**config.mk**
```make
export PLATFORM = sky130hd
export DESIGN_NAME = tlv_frame_decoder_crc16_flat
export DESIGN_NICKNAME = d
export VERILOG_FILES = /design/src/sv/tlvd_pkg.sv /design/src/sv/tlvd_ifs.sv /design/src/sv/tlv_frame_decoder_crc16.sv /design/src/sv/tlvd_ctrl.sv /design/src/sv/tlvd_datapath.sv /design/src/flat_wrapper.sv
export SDC_FILE = /design/constraint.sdc
export NUM_CORES = 1
export LEC_CHECK = 0
export ABC_AREA = 1
export BUFFER_PORTS_ARGS = -buffer_cell sky130_fd_sc_hd__buf_2
export CAP_MARGIN = 25
export CORE_ASPECT_RATIO = 0.5
export CORE_MARGIN = 2
export CORE_UTILIZATION = 62
export DETAILED_ROUTE_END_ITERATION = 12
export PLACE_DENSITY = 0.84
export SLEW_MARGIN = 20
export SYNTH_ARGS = -nofsm -noshare
export SYNTH_HDL_FRONTEND = slang
export SYNTH_SLANG_ARGS = --single-unit
```
**constraint.sdc**
```tcl
create_clock -name clk -period 2.6 [get_ports clk]
set_input_delay 0.39 -clock clk [delete_from_list [all_inputs] [get_ports clk]]
set_output_delay 0.39 -clock clk [all_outputs]
set_load 0.01 [all_outputs]
```
**src/sv/tlvd_pkg.sv**
```systemverilog
// Shared types, constants and the CRC-16/CCITT-FALSE byte update for the TLV frame decoder.
// No dependencies; every other file but tlvd_ifs imports this package.
package tlvd_pkg;

	localparam int unsigned MAX_VALUE_BYTES_DEF = 32;

	localparam int unsigned CFG_IDX_W  = 1;
	localparam int unsigned CFG_DATA_W = 8;

	localparam logic [CFG_IDX_W-1:0] REG_START_BYTE = 1'd0;
	localparam logic [CFG_IDX_W-1:0] REG_MAX_LENGTH = 1'd1;

	localparam logic [7:0]  START_BYTE_RST = 8'hAA;
	localparam logic [5:0]  MAX_LENGTH_RST = 6'd32;
	localparam logic [15:0] CRC_INIT       = 16'hFFFF;
	localparam logic [15:0] CRC_POLY       = 16'h1021;

	typedef enum logic [1:0] {
		ST_BUSY  = 2'd0,
		ST_READY = 2'd1,
		ST_ERROR = 2'd2
	} status_t;

	typedef enum logic [3:0] {
		PH_HUNT,
		PH_TAG,
		PH_LEN_LO,
		PH_LEN_HI,
		PH_VALUE,
		PH_CRC_LO,
		PH_CRC_HI,
		PH_FETCH,
		PH_EMIT
	} phase_t;

	typedef enum logic [1:0] {
		OUT_BUSY,
		OUT_ERROR,
		OUT_EMPTY,
		OUT_VALUE
	} out_sel_t;

	// controller -> datapath
	typedef struct packed {
		logic     crc_init;
		logic     crc_upd;
		logic     tag_cap;
		logic     len_lo_cap;
		logic     len_hi_cap;
		logic     rcv_clear;
		logic     value_wr;
		logic     crc_lo_cap;
		logic     rd_clear;
		logic     rd_next;
		logic     out_load;
		out_sel_t out_sel;
	} tlvd_cmd_t;

	// datapath -> controller
	typedef struct packed {
		logic start_hit;
		logic len_over;
		logic len_zero;
		logic value_done;
		logic crc_match;
		logic held_len_zero;
		logic rd_last;
		logic out_free;
	} tlvd_stat_t;

	// one byte through the MSB-first CRC, eight shift steps
	function automatic logic [15:0] crc16_step(input logic [15:0] crc, input logic [7:0] b);
		logic [15:0] c;
		c = crc ^ {b, 8'h00};
		for (int k = 0; k < 8; k++) begin
			c = c[15] ? ((c << 1) ^ CRC_POLY) : (c << 1);
		end
		return c;
	endfunction

endpackage

```
**src/sv/tlvd_ifs.sv**
```systemverilog
// Valid/ready channel interfaces of the TLV frame decoder: received bytes and results.
// Plain widths, no package dependency.
interface tlvd_rx_if;
	logic       valid;
	logic       ready;
	logic [7:0] rx_byte;

	modport source (output valid, output rx_byte, input ready);
	modport sink (input valid, input rx_byte, output ready);
endinterface

interface tlvd_res_if;
	logic       valid;
	logic       ready;
	logic [1:0] status;
	logic [7:0] frame_tag;
	logic [5:0] frame_length;
	logic [7:0] value_byte;
	logic [4:0] value_index;
	logic       byte_valid;
	logic       last;

	modport source (output valid, output status, output frame_tag, output frame_length,
		output value_byte, output value_index, output byte_valid, output last, input ready);
	modport sink (input valid, input status, input frame_tag, input frame_length,
		input value_byte, input value_index, input byte_valid, input last, output ready);
endinterface

```
**src/sv/tlv_frame_decoder_crc16.sv**
```systemverilog
// TLV frame decoder with CRC-16/CCITT-FALSE check, top level.
// Depends on tlvd_pkg, tlvd_ifs, tlvd_ctrl and tlvd_datapath.
//
// Usage:
//  - rx: one received byte per transfer (valid/ready). res: result items
//    (valid/ready). cfg_wr_en/cfg_index/cfg_wdata: write-only registers,
//    index 0 start byte, index 1 max value length; write only while idle.
//  - Every byte outside a good frame's CRC gives exactly one result
//    (in progress or error), registered: it shows on res in the cycle after
//    the rx transfer. While the receiver keeps up and no drain runs, rx
//    takes one byte per cycle; the output register lets the next byte in
//    during the same cycle the pending result is transferred.
//  - A good frame of N value bytes: the final CRC byte gives no status
//    result; the N value bytes then drain from the value store, each by a
//    registered read of the store, then a load of the output register,
//    with rx held off until the drain ends. A good zero-length frame gives
//    one result with byte_valid low.
//  - When the receiver stalls, the result stays in the output register and
//    rx.ready drops until it is transferred; nothing is lost.
//  - Reset: parser back to hunting for the start byte, config registers to
//    0xAA / 32, output empty. The value store is not cleared; a frame reads
//    only entries it wrote itself.
module tlv_frame_decoder_crc16
	import tlvd_pkg::*;
#(
	parameter int unsigned MAX_VALUE_BYTES = MAX_VALUE_BYTES_DEF
) (
	input  logic                  clk,
	input  logic                  arst_n,
	input  logic                  cfg_wr_en,
	input  logic [CFG_IDX_W-1:0]  cfg_index,
	input  logic [CFG_DATA_W-1:0] cfg_wdata,
	tlvd_rx_if.sink               rx,
	tlvd_res_if.source            res
);

	tlvd_cmd_t  cmd;
	tlvd_stat_t stat;
	logic       in_ready;

	assign rx.ready = in_ready;

	tlvd_ctrl u_ctrl (
		.clk      (clk),
		.arst_n   (arst_n),
		.in_valid (rx.valid),
		.in_ready (in_ready),
		.stat     (stat),
		.cmd      (cmd)
	);

	tlvd_datapath #(
		.MAX_VALUE_BYTES (MAX_VALUE_BYTES)
	) u_dp (
		.clk       (clk),
		.arst_n    (arst_n),
		.cfg_wr_en (cfg_wr_en),
		.cfg_index (cfg_index),
		.cfg_wdata (cfg_wdata),
		.rx_byte   (rx.rx_byte),
		.cmd       (cmd),
		.stat      (stat),
		.res       (res)
	);

endmodule

```
**src/sv/tlvd_ctrl.sv**
```systemverilog
// Parse/drain state machine of the TLV frame decoder.
// Depends on tlvd_pkg; talks to tlvd_datapath through tlvd_cmd_t / tlvd_stat_t.
module tlvd_ctrl
	import tlvd_pkg::*;
(
	input  logic       clk,
	input  logic       arst_n,
	input  logic       in_valid,
	output logic       in_ready,
	input  tlvd_stat_t stat,
	output tlvd_cmd_t  cmd
);

	phase_t state_q;
	phase_t state_d;
	logic   acc;

	always_ff @(posedge clk or negedge arst_n) begin
		if (!arst_n) begin
			state_q <= PH_HUNT;
		end else begin
			state_q <= state_d;
		end
	end

	always_comb begin
		state_d     = state_q;
		cmd         = '0;
		cmd.out_sel = OUT_BUSY;
		in_ready    = 1'b0;
		acc         = 1'b0;
		case (state_q)
			PH_FETCH: begin
				state_d = PH_EMIT;
			end
			PH_EMIT: begin
				if (stat.out_free) begin
					cmd.out_load = 1'b1;
					cmd.out_sel  = OUT_VALUE;
					if (stat.rd_last) begin
						state_d = PH_HUNT;
					end else begin
						cmd.rd_next = 1'b1;
						state_d     = PH_FETCH;
					end
				end
			end
			default: begin
				// parsing states: one result per transfer, none for the final CRC byte of a good frame with value bytes
				in_ready = stat.out_free;
				acc      = in_valid && stat.out_free;
				if (acc) begin
					cmd.out_load = 1'b1;
					cmd.out_sel  = OUT_BUSY;
					case (state_q)
						PH_HUNT: begin
							if (stat.start_hit) begin
								cmd.crc_init = 1'b1;
								state_d      = PH_TAG;
							end
						end
						PH_TAG: begin
							cmd.tag_cap = 1'b1;
							cmd.crc_upd = 1'b1;
							state_d     = PH_LEN_LO;
						end
						PH_LEN_LO: begin
							cmd.len_lo_cap = 1'b1;
							cmd.crc_upd    = 1'b1;
							state_d        = PH_LEN_HI;
						end
						PH_LEN_HI: begin
							cmd.len_hi_cap = 1'b1;
							cmd.crc_upd    = 1'b1;
							cmd.rcv_clear  = 1'b1;
							if (stat.len_over) begin
								cmd.out_sel = OUT_ERROR;
								state_d     = PH_HUNT;
							end else if (stat.len_zero) begin
								state_d = PH_CRC_LO;
							end else begin
								state_d = PH_VALUE;
							end
						end
						PH_VALUE: begin
							cmd.value_wr = 1'b1;
							cmd.crc_upd  = 1'b1;
							if (stat.value_done) begin
								state_d = PH_CRC_LO;
							end
						end
						PH_CRC_LO: begin
							cmd.crc_lo_cap = 1'b1;
							state_d        = PH_CRC_HI;
						end
						PH_CRC_HI: begin
							if (!stat.crc_match) begin
								cmd.out_sel = OUT_ERROR;
								state_d     = PH_HUNT;
							end else if (stat.held_len_zero) begin
								cmd.out_sel = OUT_EMPTY;
								state_d     = PH_HUNT;
							end else begin
								// good frame: no status result, drain the store instead
								cmd.out_load = 1'b0;
								cmd.rd_clear = 1'b1;
								state_d      = PH_FETCH;
							end
						end
						default: begin
							cmd.out_sel = OUT_ERROR;
							state_d     = PH_HUNT;
						end
					endcase
				end
			end
		endcase
	end

endmodule

```
**src/sv/tlvd_datapath.sv**
```systemverilog
// Datapath of the TLV frame decoder: config registers, header capture, CRC,
// value store, drain pointer and the result output register. Depends on tlvd_pkg, tlvd_ifs.
module tlvd_datapath
	import tlvd_pkg::*;
#(
	parameter int unsigned MAX_VALUE_BYTES = MAX_VALUE_BYTES_DEF
) (
	input  logic                  clk,
	input  logic                  arst_n,
	input  logic                  cfg_wr_en,
	input  logic [CFG_IDX_W-1:0]  cfg_index,
	input  logic [CFG_DATA_W-1:0] cfg_wdata,
	input  logic [7:0]            rx_byte,
	input  tlvd_cmd_t             cmd,
	output tlvd_stat_t            stat,
	tlvd_res_if.source            res
);

	localparam int unsigned CNT_W  = $clog2(MAX_VALUE_BYTES + 1);
	localparam int unsigned ADDR_W = (MAX_VALUE_BYTES > 1) ? $clog2(MAX_VALUE_BYTES) : 1;
	localparam logic [15:0] DEPTH16 = 16'(MAX_VALUE_BYTES);

	logic [7:0]       start_byte_q;
	logic [5:0]       max_length_q;
	logic [7:0]       held_tag_q;
	logic [15:0]      held_len_q;
	logic [CNT_W-1:0] rcv_cnt_q;
	logic [7:0]       crc_lo_q;
	logic [15:0]      crc_q;
	logic [CNT_W-1:0] rd_idx_q;
	logic [7:0]       rd_data_q;
	logic [7:0]       mem [MAX_VALUE_BYTES];

	logic [15:0] len_full;
	logic [15:0] limit;
	logic [15:0] max_len16;
	logic [31:0] idx_ext;
	logic        out_valid_q;

	assign max_len16 = 16'(max_length_q);
	assign limit     = (max_len16 > DEPTH16) ? DEPTH16 : max_len16;
	assign len_full  = {rx_byte, held_len_q[7:0]};
	assign idx_ext   = 32'(rd_idx_q);

	assign stat.start_hit     = (rx_byte == start_byte_q);
	assign stat.len_over      = (len_full > limit);
	assign stat.len_zero      = (len_full == 16'd0);
	assign stat.value_done    = ((16'(rcv_cnt_q) + 16'd1) >= held_len_q);
	assign stat.crc_match     = ({rx_byte, crc_lo_q} == crc_q);
	assign stat.held_len_zero = (held_len_q == 16'd0);
	assign stat.rd_last       = ((16'(rd_idx_q) + 16'd1) == held_len_q);
	assign stat.out_free      = !out_valid_q || res.ready;

	always_ff @(posedge clk or negedge arst_n) begin
		if (!arst_n) begin
			start_byte_q <= START_BYTE_RST;
			max_length_q <= MAX_LENGTH_RST;
		end else if (cfg_wr_en) begin
			case (cfg_index)
				REG_START_BYTE: start_byte_q <= cfg_wdata;
				REG_MAX_LENGTH: max_length_q <= cfg_wdata[5:0];
				default: ;
			endcase
		end
	end

	always_ff @(posedge clk or negedge arst_n) begin
		if (!arst_n) begin
			held_tag_q <= '0;
			held_len_q <= '0;
			rcv_cnt_q  <= '0;
			crc_lo_q   <= '0;
			crc_q      <= CRC_INIT;
			rd_idx_q   <= '0;
		end else begin
			if (cmd.crc_init) begin
				crc_q <= CRC_INIT;
			end else if (cmd.crc_upd) begin
				crc_q <= crc16_step(crc_q, rx_byte);
			end
			if (cmd.tag_cap) begin
				held_tag_q <= rx_byte;
			end
			if (cmd.len_lo_cap) begin
				held_len_q <= {8'h00, rx_byte};
			end else if (cmd.len_hi_cap) begin
				held_len_q <= len_full;
			end
			if (cmd.rcv_clear) begin
				rcv_cnt_q <= '0;
			end else if (cmd.value_wr) begin
				rcv_cnt_q <= rcv_cnt_q + 1'b1;
			end
			if (cmd.crc_lo_cap) begin
				crc_lo_q <= rx_byte;
			end
			if (cmd.rd_clear) begin
				rd_idx_q <= '0;
			end else if (cmd.rd_next) begin
				rd_idx_q <= rd_idx_q + 1'b1;
			end
		end
	end

	// value store: one write port while parsing, one registered read port for the drain
	always_ff @(posedge clk) begin
		if (cmd.value_wr) begin
			mem[rcv_cnt_q[ADDR_W-1:0]] <= rx_byte;
		end
		rd_data_q <= mem[rd_idx_q[ADDR_W-1:0]];
	end

	always_ff @(posedge clk or negedge arst_n) begin
		if (!arst_n) begin
			out_valid_q <= 1'b0;
		end else if (cmd.out_load) begin
			out_valid_q <= 1'b1;
		end else if (res.ready) begin
			out_valid_q <= 1'b0;
		end
	end

	always_ff @(posedge clk) begin
		if (cmd.out_load) begin
			res.frame_tag    <= '0;
			res.frame_length <= '0;
			res.value_byte   <= '0;
			res.value_index  <= '0;
			res.byte_valid   <= 1'b0;
			res.last         <= 1'b1;
			case (cmd.out_sel)
				OUT_BUSY: begin
					res.status <= ST_BUSY;
				end
				OUT_EMPTY: begin
					res.status    <= ST_READY;
					res.frame_tag <= held_tag_q;
				end
				OUT_VALUE: begin
					res.status       <= ST_READY;
					res.frame_tag    <= held_tag_q;
					res.frame_length <= held_len_q[5:0];
					res.value_byte   <= rd_data_q;
					res.value_index  <= idx_ext[4:0];
					res.byte_valid   <= 1'b1;
					res.last         <= stat.rd_last;
				end
				default: begin
					res.status <= ST_ERROR;
				end
			endcase
		end
	end

	assign res.valid = out_valid_q;

endmodule

```
**src/flat_wrapper.sv**
```systemverilog
// flat-port wrapper written by rule: the top's interface ports become plain ports
module tlv_frame_decoder_crc16_flat import tlvd_pkg::*;
#(
	parameter int unsigned MAX_VALUE_BYTES = MAX_VALUE_BYTES_DEF
)
  (clk, arst_n, cfg_wr_en, cfg_index, cfg_wdata, rx_valid, rx_rx_byte, rx_ready, res_valid, res_status, res_frame_tag, res_frame_length, res_value_byte, res_value_index, res_byte_valid, res_last, res_ready);
  tlvd_rx_if rx_i ();
  tlvd_res_if res_i ();
  input  logic clk;
  input  logic arst_n;
  input  logic cfg_wr_en;
  input  logic [CFG_IDX_W-1:0] cfg_index;
  input  logic [CFG_DATA_W-1:0] cfg_wdata;
  input wire logic [$bits(rx_i.valid)-1:0] rx_valid;
  input wire logic [$bits(rx_i.rx_byte)-1:0] rx_rx_byte;
  output wire logic [$bits(rx_i.ready)-1:0] rx_ready;
  output wire logic [$bits(res_i.valid)-1:0] res_valid;
  output wire logic [$bits(res_i.status)-1:0] res_status;
  output wire logic [$bits(res_i.frame_tag)-1:0] res_frame_tag;
  output wire logic [$bits(res_i.frame_length)-1:0] res_frame_length;
  output wire logic [$bits(res_i.value_byte)-1:0] res_value_byte;
  output wire logic [$bits(res_i.value_index)-1:0] res_value_index;
  output wire logic [$bits(res_i.byte_valid)-1:0] res_byte_valid;
  output wire logic [$bits(res_i.last)-1:0] res_last;
  input wire logic [$bits(res_i.ready)-1:0] res_ready;
  assign rx_i.valid = rx_valid;
  assign rx_i.rx_byte = rx_rx_byte;
  assign rx_ready = rx_i.ready;
  assign res_valid = res_i.valid;
  assign res_status = res_i.status;
  assign res_frame_tag = res_i.frame_tag;
  assign res_frame_length = res_i.frame_length;
  assign res_value_byte = res_i.value_byte;
  assign res_value_index = res_i.value_index;
  assign res_byte_valid = res_i.byte_valid;
  assign res_last = res_i.last;
  assign res_i.ready = res_ready;
  tlv_frame_decoder_crc16 #(.MAX_VALUE_BYTES(MAX_VALUE_BYTES)) u_core (.clk(clk), .arst_n(arst_n), .cfg_wr_en(cfg_wr_en), .cfg_index(cfg_index), .cfg_wdata(cfg_wdata), .rx(rx_i), .res(res_i));
endmodule
```
==> results.sh, run 1 <==
export IMPL_grt_max_degree=78
export IMPL_gp_congestion=0.928
export IMPL_grt_pass1_vias=11600
export IMPL_post_route_util=0.716
export IMPL_slowest_delay_ns=0.45
export IMPL_die_y_um=118
export IMPL_synth_warnings=0
export IMPL_htreeDepth=2
export IMPL_synth_flop_cell="edfxtp_1"
export IMPL_synth_largest_area_cell="edfxtp_1"
export IMPL_drcViolationCount=0
export IMPL_layout_drive_gt1_share=0.150
export IMPL_path_cells="nor2_1, inv_1, nor2_2, nand2_2, inv_1, nand2_1, nor2_1, buf_4"
export IMPL_hold_viol_final=0
export IMPL_cp_slowest_cell="dfrtp_1"
export IMPL_antenna_found_initial=0
export IMPL_vdd_drop_max_mv=0.733
export IMPL_clock_skew_ns=0.0218
export IMPL_vias=12000
export IMPL_rsz0062_at_grt="false"
export IMPL_die_w_um=231
export IMPL_post_dp_hpwl_um=25500
export IMPL_finish_net_count=1585
export IMPL_port_buffers=54
export IMPL_cts_root_buf="clkbuf_16"
export IMPL_max_clock_freq_mhz=426
export IMPL_drv_cap=0
export IMPL_ant_nets=0
export IMPL_synth_area_leaders="edfxtp_1 (54%), dfrtp_1 (9.1%), o21ai_0 (5.9%)"
export IMPL_post_route_min_period_ns=2.35
export IMPL_finalInstanceArea_um2=18100
export IMPL_path_delay_family="simple AND/OR/NAND/NOR gates"
export IMPL_avgSynthCellArea_um2=11.0
export IMPL_worstPathArrival_ns=2.56
export IMPL_ys_async_sr_fraction=0.211
export IMPL_die_area_um2=27200
export IMPL_max_slew_margin_rel=0.477
export IMPL_synthesis_area_um2=16000
export IMPL_clk_insertion_delay_late_ns=0.53
export IMPL_tightest_slew_ns=0.784
export IMPL_clk_transition_reported_paths_ns=0.06
export IMPL_cts_sinks=374
export IMPL_grt_pass1_wl_um=63900
export IMPL_setup_tns_ns=0
export IMPL_cts_tree="yes"
export IMPL_synth_seq_area_share=0.674
export IMPL_synth_edf_count=287
export IMPL_grtUsageTotal=0.307
export IMPL_fp_row_count=41
export IMPL_cp_required_ns=2.82
export IMPL_path_buf_inv=3
export IMPL_dr_pass1_iters=6
export IMPL_power_density_nw_per_um2=1070
export IMPL_ys_types=42
export IMPL_criticalPathCategory="reg -> reg"
export IMPL_grt_overflow=0
export IMPL_setup_violations=0
export IMPL_wl_um=41500
export IMPL_area_growth_pct=13.3
export IMPL_ys_ff_latch=374
export IMPL_start_kind="flop"
export IMPL_syn_inst=1447
export IMPL_wl_per_cell_um=21.7
export IMPL_placed_area_um2=17000
export IMPL_worstHoldPathType="in -> reg"
export IMPL_io_pins=55
export IMPL_nFillCells=1538
export IMPL_first_iter_violations=1736
export IMPL_outcome="finished clean"
export IMPL_finalCritPeriodShare=0.903
export IMPL_start_util=0.632
export IMPL_critPathCaptureType="flop"
export IMPL_core_area_um2=25300
export IMPL_hold_slack_ns=0.0948
export IMPL_worstPathMaxFanout=8
export IMPL_antenna_cells=0
export IMPL_viasPerCell=6.26
export IMPL_cts_buffers_inserted=34
export IMPL_max_clock_path_buffers=3
export IMPL_synth_nets=1487
export IMPL_slew_violations=0
export IMPL_yosys_area_top_type_share=0.539
export IMPL_leakage_nw=6.99
cell type report:
type | count | area [um^2] | share of cell area
sequential | 374 | 10800 | 0.596
multi-input combinational | 897 | 4520 | 0.249
clock buffer | 40 | 905 | 0.0499
timing repair buffer | 123 | 843 | 0.0466
inverter | 115 | 434 | 0.0240
tap | 344 | 430 | 0.0238
clock inverter | 21 | 194 | 0.0107
kinds of logic (layout without fill, tap and decap cells):
group / count (synthesis) / count (layout) / synth area share
muxes: 2 / 2 / 0.00141
AOI/OAI and AO/OA: 319 / 319 / 0.111
adders and majority gates: 18 / 18 / 0.0141
buffers and inverters: 177 / 299 / 0.0447
xor gates and xnor gates: 33 / 33 / 0.0181
and+or+nand+nor: 524 / 525 / 0.136
DFF: 374 / 374 / 0.674
sequential cells by signal, indices dropped and copies added (netlist names):
signal	flops
u_core.u_dp.res.last	1
u_core.u_dp.res.status	2
u_core.u_dp.res.valid	1
u_core.u_dp.mem	256
u_core.u_dp.held_tag_q	8
u_core.u_dp.res.frame_tag	8
u_core.u_dp.crc_q	16
u_core.u_dp.res.byte_valid	1
u_core.u_dp.start_byte_q	8
u_core.u_dp.res.value_byte	8
u_core.u_dp.res.frame_length	6
u_core.u_dp.rcv_cnt_q	6
u_core.u_dp.held_len_q	16
u_core.u_dp.rd_data_q	8
u_core.u_dp.crc_lo_q	8
u_core.u_dp.rd_idx_q	6
u_core.u_dp.max_length_q	6
u_core.u_ctrl.state_q	4
u_core.u_dp.res.value_index	5
power breakdown:
group          leakage, nW  internal [W]  total [W]  switching, W
Combinational         2.83       0.00214    0.00669       0.00455
Sequential            3.62       0.00720    0.00768      0.000478
Clock                0.528       0.00281    0.00501       0.00220
Total                 6.99        0.0122     0.0194       0.00723
final timing paths:
check / start / slack (ns) / endpoint / depth (start not counted)
max: u_core.u_ctrl.state_q[0] / 0.25 / u_core.u_dp.mem[10][1] / 8
min: cfg_wdata[7] / 0.09 / u_core.u_dp.start_byte_q[7] / 2
max reg2reg: u_core.u_ctrl.state_q[0] / 0.25 / u_core.u_dp.mem[10][1] / 8
min reg2reg: u_core.u_dp.crc_q[3] / 0.51 / u_core.u_dp.crc_q[3] / 2
max in group asynchronous: arst_n / 1.45 / u_core.u_dp.crc_q[15] / 3
min in group asynchronous: arst_n / 0.39 / u_core.u_dp.crc_lo_q[1] / 2
routing by layer:
metal	track usage	up-vias	routed length (um)
met5	0	-	0
met4	0.116	0	1500
met3	0.0688	145	4950
met2	0.496	890	19600
met1	0.411	5706	15500
li1	-	5245	-
synth_stat cells (10+ instances only):
cell type / instances
o22ai_1: 82
inv_1: 106
buf_2: 11
dfrtp_1: 58
nor2_1: 247
dfstp_2: 21
a31oi_1: 10
o21ai_0: 187
nand4_1: 11
nand2_1: 204
clkbuf_1: 42
xor2_1: 23
ha_1: 18
edfxtp_1: 287
xnor2_1: 10
nand3_1: 29
o221ai_1: 12
a21oi_1: 12
per-stage QoR:
stage          power, W  instances  setup slack (ns)
3_3_place_gp     0.0137       1850             0.163
4_1_cts          0.0191       1912             0.151
5_1_grt          0.0203       1914           0.00905
2_1_floorplan    0.0121       1447             0.330
3_5_place_dp     0.0141       1850            0.0929
6_report         0.0194       1914             0.253
layout by cell type, fill, tap and decap left out, types with 10 or more instances in the layout:
cell       synthesis  layout
a21oi_1           12      12
dfrtp_1           58      55
xnor2_1           10      10
o21ai_0          187     186
a31oi_1           10      10
clkbuf_16          0      35
o22ai_1           82      82
edfxtp_1         287     287
buf_2             11      53
dfstp_2           21      21
o21ai_1            9      10
ha_1              18      17
buf_4              7      65
nor2_1           247     247
nand3_1           29      29
nand4_1           11      11
xor2_1            23      23
inv_1            106     105
o221ai_1          12      12
nand2_1          204     204
timing repair:
action                                  CTS  global route
resized for setup                         0             6
endpoints found under the hold margin    28             0
buffers inserted                          0             1
hold buffers                              1             0
endpoints found under the setup margin    0             5
(Power assumes the default switching activity.)
==> inputs of run 2 (changes only) <==
- CELL_PAD_IN_SITES_DETAIL_PLACEMENT: unset -> 1
- CELL_PAD_IN_SITES_GLOBAL_PLACEMENT: unset -> 1
- CORE_UTILIZATION: 62 -> 52
- CTS_BUF_LIST: unset -> sky130_fd_sc_hd__clkbuf_8
- PLACE_DENSITY: 0.84 -> 0.86
==> results.sh, run 2 (synthesized netlist as in run 1, its figures left out) <==
export IMPL_outcome="finished clean"
export IMPL_cts_sinks=374
export IMPL_port_buffers=54
export IMPL_rsz0062_at_grt="true"
export IMPL_max_slew_margin_rel=0.575
export IMPL_gp_congestion=0.936
export IMPL_grt_overflow=0
export IMPL_grt_max_degree=100
export IMPL_max_clock_path_buffers=3
export IMPL_clk_transition_reported_paths_ns=0.08
export IMPL_leakage_nw=7.08
export IMPL_dr_pass1_iters=5
export IMPL_wl_um=52900
export IMPL_worstPathMaxFanout=5
export IMPL_finalCritPeriodShare=0.999
export IMPL_grtUsageTotal=0.333
export IMPL_critPathCaptureType="flop"
export IMPL_tightest_slew_ns=0.637
export IMPL_slowest_delay_ns=0.47
export IMPL_crit_path_frequent_cell="nand2_1"
export IMPL_drcViolationCount=0
export IMPL_setup_violations=0
export IMPL_hold_viol_final=0
export IMPL_finalNonFillerCells=2010
export IMPL_placed_cells=1909
export IMPL_hold_slack_ns=0.0261
export IMPL_grt_pass1_vias=13500
export IMPL_io_pins=55
export IMPL_viasPerCell=6.24
export IMPL_die_y_um=128
export IMPL_fp_row_count=45
export IMPL_core_area_um2=30300
export IMPL_max_clock_freq_mhz=385
export IMPL_vdd_drop_max_mv=0.595
export IMPL_layout_drive_gt1_share=0.163
export IMPL_worstPathArrival_ns=3.09
export IMPL_cts_buffers_inserted=52
export IMPL_cp_slowest_cell="dfrtp_1"
export IMPL_grt_pass1_wl_um=80500
export IMPL_start_kind="flop"
export IMPL_area_growth_pct=13.6
export IMPL_antenna_cells=0
export IMPL_wl_per_cell_um=26.3
export IMPL_cts_tree="yes"
export IMPL_ant_nets=0
export IMPL_clk_insertion_delay_late_ns=0.64
export IMPL_final_common_cell="edfxtp_1"
export IMPL_final_cell_mix="edfxtp_1 (287), nor2_1 (247), nand2_1 (204)"
export IMPL_drv_cap=0
export IMPL_criticalPathCategory="reg -> reg"
export IMPL_largest_reg_flops=256
export IMPL_start_util=0.528
export IMPL_worstHoldPathType="in -> reg"
export IMPL_die_area_um2=32200
export IMPL_die_w_um=252
export IMPL_power_density_nw_per_um2=1090
export IMPL_finish_net_count=1607
export IMPL_clock_skew_ns=0.0398
export IMPL_path_cells="nand2_1, nor2_1, xor2_1, inv_1, ha_1, nand2_1, nor3_2, nand2_1, nand2_1, nand2_1, nand4_1, nand2_1, inv_2, nand2_1, nor2_1, nor2_1"
export IMPL_cts_root_buf="clkbuf_8"
export IMPL_post_dp_hpwl_um=32200
export IMPL_post_route_min_period_ns=2.60
export IMPL_antenna_found_initial=1
export IMPL_first_iter_violations=1556
export IMPL_cp_required_ns=3.09
export IMPL_slew_violations=0
export IMPL_vias=12500
export IMPL_htreeDepth=2
run 2: final timing paths:
| path | startpoint | end | slack [ns] | cells past startpoint |
|---|---|---|---|---|
| max | u_core.u_dp.rcv_cnt_q[4] | u_core.u_ctrl.state_q[0] | 0.002 | 16 |
| min | cfg_wdata[7] | u_core.u_dp.start_byte_q[7] | 0.03 | 2 |
| max reg2reg | u_core.u_dp.rcv_cnt_q[4] | u_core.u_ctrl.state_q[0] | 0.002 | 16 |
| min reg2reg | u_core.u_dp.crc_q[12] | u_core.u_dp.crc_q[12] | 0.51 | 2 |
| max in group asynchronous | arst_n | u_core.u_dp.crc_q[14] | 1.47 | 3 |
| min in group asynchronous | arst_n | u_core.u_dp.held_len_q[3] | 0.36 | 2 |
run 2: worst max-delay path, delay by kind of cell (launching register included):
family                   cells  cell delay, ns
XOR/XNOR                     1            0.24
flip-flops                   1            0.47
adder cells (fa/ha/maj)      1            0.31
buffers and inverters        2            0.20
AND/OR/NAND/NOR             12            1.27
run 2: what timing repair did:
action                                  4_1_cts  5_1_grt
resized for setup                             1        8
buffers inserted                              0        2
endpoints found under the setup margin        1      136
endpoints found under the hold margin        34        0
hold buffers                                  1        0
run 2: through the flow:
| step | TNS, ns | setup slack (ns) | area, um^2 | power (W) | util |
|---|---|---|---|---|---|
| 2_1_floorplan | 0 | 0.330 | 16000 | 0.0121 | - |
| 3_3_place_gp | 0 | 0.243 | 17100 | 0.0139 | 0.564 |
| 3_5_place_dp | 0 | 0.138 | 17100 | 0.0146 | 0.564 |
| 4_1_cts | 0 | 0.0331 | 18100 | 0.0194 | 0.598 |
| 5_1_grt | -6.12 | -0.145 | 18200 | 0.0205 | 0.599 |
| 6_report | 0 | 0.00180 | 18200 | 0.0197 | 0.599 |
run 2: layer usage:
| layer | global-route usage | wire [um] | vias to the layer above |
|---|---|---|---|
| met2 | 0.553 | 25300 | 788 |
| li1 | - | - | 5286 |
| met4 | 0.156 | 2360 | 0 |
| met1 | 0.418 | 20100 | 6280 |
| met5 | 0 | 0 | - |
| met3 | 0.0790 | 5180 | 191 |
run 2: cell type report:
class | instances | area, um^2
Sequential cell | 374 | 10800
Clock buffer | 60 | 826
Timing Repair Buffer | 128 | 893
Clock inverter | 38 | 198
Multi-Input combinational cell | 896 | 4520
Tap cell | 399 | 499
Fill cell | 3202 | 12100
Inverter | 115 | 434
run 2: power by group:
group	leakage, nW	internal [W]	switching [W]	total, W
Sequential	3.62	0.00720	0.000535	0.00774
Combinational	2.87	0.00221	0.00510	0.00731
Clock	0.586	0.00223	0.00243	0.00466
